## src/rtl/sbc_pkg.sv

```systemverilog
// ----------------------------------------------------------------------------
// sbc_pkg
// Shared types and constants of the substitution-permutation block cipher.
// ----------------------------------------------------------------------------
package sbc_pkg;

   localparam int MaxRounds  = 16;
   localparam int NumBytes   = 16;
   localparam int NumNibbles = 32;

   localparam logic [2:0] OP_LOAD_SBOX = 3'd0;
   localparam logic [2:0] OP_LOAD_PBOX = 3'd1;
   localparam logic [2:0] OP_LOAD_KEY  = 3'd2;
   localparam logic [2:0] OP_ENCRYPT   = 3'd3;
   localparam logic [2:0] OP_DECRYPT   = 3'd4;

   localparam logic CSR_ROUND_COUNT = 1'b0;
   localparam logic CSR_PBOX_PERIOD = 1'b1;

   typedef logic [NumBytes-1:0][7:0]   byte_array_type;
   typedef logic [NumNibbles-1:0][4:0] nib_sel_type;

   // table write request shared by all byte lanes
   typedef struct packed {
      logic       sbox_we;
      logic [7:0] index;
      logic [7:0] value;
   } lane_wr_type;

endpackage

```

## src/rtl/sbc_ram.sv

```systemverilog
// ----------------------------------------------------------------------------
// sbc_ram
// Generic single-write, single-read RAM with registered read data.
// ----------------------------------------------------------------------------
module sbc_ram #(
   parameter int Width = 8,
   parameter int Depth = 256
) (
   input  logic                     clock,
   input  logic                     we,
   input  logic [$clog2(Depth)-1:0] waddr,
   input  logic [Width-1:0]         wdata,
   input  logic [$clog2(Depth)-1:0] raddr,
   output logic [Width-1:0]         rdata
);

   logic [Width-1:0] mem [Depth];
   logic [Width-1:0] rdata_ff;

   always_ff @(posedge clock) begin
      if (we) begin
         mem[waddr] <= wdata;
      end
      rdata_ff <= mem[raddr];
   end

   assign rdata = rdata_ff;

endmodule

```

## src/rtl/sbc_lane.sv

```systemverilog
// ----------------------------------------------------------------------------
// sbc_lane
// One byte lane: forward and inverse s-box copies and this lane's key bytes.
// ----------------------------------------------------------------------------
module sbc_lane
   import sbc_pkg::*;
(
   input  logic        clock,
   input  lane_wr_type wr,
   input  logic        key_we,
   input  logic [7:0]  byte_addr,
   input  logic [3:0]  round_addr,
   input  logic        dec,
   output logic [7:0]  sub_byte,
   output logic [7:0]  key_byte
);

   logic [7:0] fwd_q;
   logic [7:0] inv_q;

   sbc_ram #(.Width(8), .Depth(256)) u_sbox (
      .clock (clock),
      .we    (wr.sbox_we),
      .waddr (wr.index),
      .wdata (wr.value),
      .raddr (byte_addr),
      .rdata (fwd_q)
   );

   sbc_ram #(.Width(8), .Depth(256)) u_inv_sbox (
      .clock (clock),
      .we    (wr.sbox_we),
      .waddr (wr.value),
      .wdata (wr.index),
      .raddr (byte_addr),
      .rdata (inv_q)
   );

   // lane k holds key bytes 16*r+k at address r
   sbc_ram #(.Width(8), .Depth(MaxRounds)) u_key (
      .clock (clock),
      .we    (key_we),
      .waddr (wr.index[7:4]),
      .wdata (wr.value),
      .raddr (round_addr),
      .rdata (key_byte)
   );

   assign sub_byte = dec ? inv_q : fwd_q;

endmodule

```

## config.mk

```make
export PLATFORM = sky130hd
export DESIGN_NAME = sbc_lane
export DESIGN_NICKNAME = d
export VERILOG_FILES = /design/src/rtl/sbc_pkg.sv /design/src/rtl/sbc_ram.sv /design/src/rtl/sbc_lane.sv
export SDC_FILE = /design/constraint.sdc
export NUM_CORES = 2
export LEC_CHECK = 0
export ABC_AREA = 1
export BUFFER_PORTS_ARGS = -buffer_cell sky130_fd_sc_hd__clkbuf_2
export CORE_AREA = 3 3 727 729
export DETAILED_ROUTE_END_ITERATION = 8
export DIE_AREA = 0 0 730 732
export PLACE_DENSITY = 0.49
export SKIP_CTS_REPAIR_TIMING = 1
export SLEW_MARGIN = 20
export SYNTH_ARGS = -nofsm -noshare
export SYNTH_HDL_FRONTEND = slang
export SYNTH_MEMORY_MAX_BITS = 65536
export SYNTH_SLANG_ARGS = --single-unit
```

## constraint.sdc

```tcl
create_clock -name clock -period 1.95 [get_ports clock]
set_input_delay 0.0975 -clock clock [delete_from_list [all_inputs] [get_ports clock]]
set_output_delay 0.0975 -clock clock [all_outputs]
set_load 0.05 [all_outputs]
```

==> results.sh <==
export IMPL_fin_skew_ps=59.6
export IMPL_antenna_found_initial=20
export IMPL_synth_seq_cells=4248
export IMPL_hold_viol_final=0
export IMPL_grt_total_usage_pct=20.0
export IMPL_syn_to_final_growth_pct=20.6
export IMPL_synth_cell_types=23
export IMPL_syn_area_um2=172000
export IMPL_drtPass1Iterations=6
export IMPL_vias_per_cell=5.05
export IMPL_h_tree_depth=5
export IMPL_drv_cap=0
export IMPL_synthAdderAreaFrac_pct=0
export IMPL_rsz0062_at_grt="yes"
export IMPL_fp_dieH_um=732
export IMPL_critPathSlowestCell="dfxtp_4"
export IMPL_maxSlewHeadroom_pct=35.1
export IMPL_grt_pass1_wl_um=794000
export IMPL_yosys_area_share_xor_xnor_pct=0
export IMPL_synthSimpleGateAreaFrac_pct=22.3
export IMPL_clock_root_buffer="clkbuf_16"
export IMPL_slew_violations=0
export IMPL_vias=116000
export IMPL_die_w_um=730
export IMPL_fill_cells=49700
export IMPL_synth_top_family_by_area="simple AND/OR/NAND/NOR gates"
export IMPL_dp_hpwl_um=347000
export IMPL_leakage_nw=74.3
export IMPL_grt_max_degree=139
export IMPL_max_stage_delay_ps=370
export IMPL_critPathLaunchType="flip-flop"
export IMPL_status="complete, but fails checks"
export IMPL_fin_nets=15500
export IMPL_avgSynthCellArea_um2=12.0
export IMPL_path_clk_slew_ps=60
export IMPL_yosys_warnings=0
export IMPL_floorplan_rows=266
export IMPL_cts_made_buffers=451
export IMPL_min_period_over_period_pct=109
export IMPL_drt_iter0_drc=11700
export IMPL_grt_ovfl_total=0
export IMPL_ant_nets=0
export IMPL_port_buffers=47
export IMPL_crit_path_end_kind="primary output"
export IMPL_clock_sinks=4248
export IMPL_powerDensity_nw_per_um2=959
export IMPL_seqCellArea_um2=127000
export IMPL_wl_um=549000
export IMPL_die_area_um2=534000
export IMPL_period_minus_slack_ps=2130
export IMPL_core_area_um2=524000
export IMPL_drc=0
export IMPL_fmax_mhz=469
export IMPL_setup_viol=9
export IMPL_synthCells=14300
export IMPL_multi_input_area_um2=39600
export IMPL_tightest_slew_ps=974
export IMPL_synth_nets=14300
export IMPL_floorplan_initialDensity_pct=32.9
export IMPL_grt_pass1_vias=112000
export IMPL_path_cells="buf_12 > mux2_4 > buf_8"
export IMPL_worstPathMaxFanout=1
export IMPL_preCtsSetupSlack_ps=-1050
export IMPL_clock_latency_ps=1020
export IMPL_cts_path_max_buffers=4
export IMPL_synth_compound_area_share_pct=0.349
export IMPL_hold_class="primary input to flip-flop"
export IMPL_drt_wirelength_per_cell_um=24.0
export IMPL_io_pins=48
export IMPL_timing_worst_setup_path_type="flip-flop to primary output"
export IMPL_max_vdd_ir_drop_v=0.000758
export IMPL_hold_ws_ps=30.3
export IMPL_fin_ws_ps=-182
export IMPL_gp_congestion=0.851
export IMPL_layout_drive_gt1_share_pct=15.2
export IMPL_synthMuxAreaShare_pct=0.238
export IMPL_yosysSeqAreaShare_pct=73.9
export IMPL_cts_tree="yes"
export IMPL_required_ps=1850
export IMPL_violations="setup timing"
export IMPL_arrival_ps=2030
metrics by stage:
stage	setup TNS, ps	std cells	total power (W)	utilization [%]	area [um^2]
CTS	-5020	22800	0.201	39.6	207000
global route	-1640	22900	0.205	39.7	208000
finish	-1100	22900	0.199	39.7	208000
global placement	-80060	22000	0.117	36.8	193000
detailed placement	-105950	22000	0.117	36.8	193000
floorplan	0	14300	0.109	-	172000
Yosys cell counts:
master,number,area (um^2)
nand2_1,4231,15900
edfxtp_1,4224,127000
nand3_1,4054,20300
nor2_1,534,2000
buf_2,477,2390
clkbuf_1,202,758
buf_4,197,1480
buf_1,80,300
inv_1,66,248
o21ai_0,40,200
buf_6,34,383
a21oi_1,32,160
mux2i_1,32,320
o211ai_1,32,240
dfxtp_1,24,480
nor3_1,20,100
nand4_1,9,56.3
mux2_2,8,90.1
inv_2,2,7.51
inv_4,2,12.5
buf_8,1,15.0
clkbuf_4,1,7.51
clkinv_1,1,3.75
per-layer routing:
layer	up-vias	wire (um)	GRT usage, %
met5	-	13	0
met4	2	15900	5.70
met3	763	34600	2.32
met2	3831	255000	31.9
met1	57400	243000	28.7
li1	53500	-	-
kinds of logic (layout without fill, tap and decap cells):
kind of cell	count (synthesis)	after routing
and+or+nand+nor	8848	8848
muxes	40	40
buffers and inverters	1063	2656
DFF	4248	4248
other	0	5
AOI/OAI and AO/OA	104	104
registers in the layout, summed over array words and instances (netlist names):
signal	count
u_inv_sbox.mem	2048
u_sbox.mem	2048
u_key.mem	128
u_inv_sbox.rdata	8
u_key.rdata	8
u_sbox.rdata	8
cell usage in the layout, fill, tap and decap left out, types with 9 or more instances in the layout:
| cell type | instances |
|---|---|
| edfxtp_1 | 4224 |
| nand2_1 | 4218 |
| nand3_1 | 4016 |
| buf_4 | 1357 |
| nor2_1 | 534 |
| clkbuf_16 | 455 |
| buf_12 | 318 |
| clkbuf_1 | 110 |
| clkinv_1 | 109 |
| clkinv_2 | 82 |
| inv_1 | 63 |
| o21ai_0 | 40 |
| nand3_2 | 34 |
| mux2i_1 | 32 |
| a21oi_1 | 32 |
| o211ai_1 | 32 |
| bufinv_16 | 30 |
| dlygate4sd3_1 | 30 |
| buf_8 | 27 |
| nor3_1 | 20 |
| clkbuf_2 | 16 |
| dfxtp_1 | 15 |
| nand2_2 | 13 |
| clkbuf_8 | 12 |
| clkinv_16 | 10 |
| nand4_1 | 9 |
critical path, delay by kind of cell, from the launching register on:
| family | cells | cell delay, ps |
|---|---|---|
| flip-flops | 1 | 370 |
| multiplexers | 1 | 310 |
| buffers and inverters | 2 | 320 |
layout make-up:
| type | instances | share of cell area (%) |
|---|---|---|
| Sequential cell | 4248 | 61.3 |
| Tap cell | 6968 | 4.20 |
| Inverter | 71 | 0.154 |
| Multi-Input combinational cell | 8992 | 19.1 |
| Antenna cell | 5 | 0.00602 |
| Clock inverter | 255 | 1.13 |
| Timing Repair Buffer | 1753 | 8.37 |
| Clock buffer | 577 | 5.76 |
worst paths after layout:
kind | startpoint | endpoint | slack (ps) | cells after the start
setup / recovery | u_inv_sbox.rdata[2]$_DFF_P_ | sub_byte[2] | -180 | 3
hold reg to reg | u_key.mem[4][2]$_DFFE_PP_ | u_key.rdata[2]$_DFF_P_ | 630 | 4
hold / removal | round_addr[3] | u_key.rdata[7]$_DFF_P_ | 30 | 4
setup reg to reg | u_inv_sbox.mem[123][0]$_DFFE_PP_ | u_inv_sbox.rdata[0]$_DFF_P_ | 0 | 10
report_power, final:
part / internal, W / switching (W) / total, W
registers: 0.101 / 0.000128 / 0.101
clock network: 0.0473 / 0.0364 / 0.0837
logic: 0.00444 / 0.0101 / 0.0146
total: 0.152 / 0.0467 / 0.199
(Power assumes the default switching activity.)
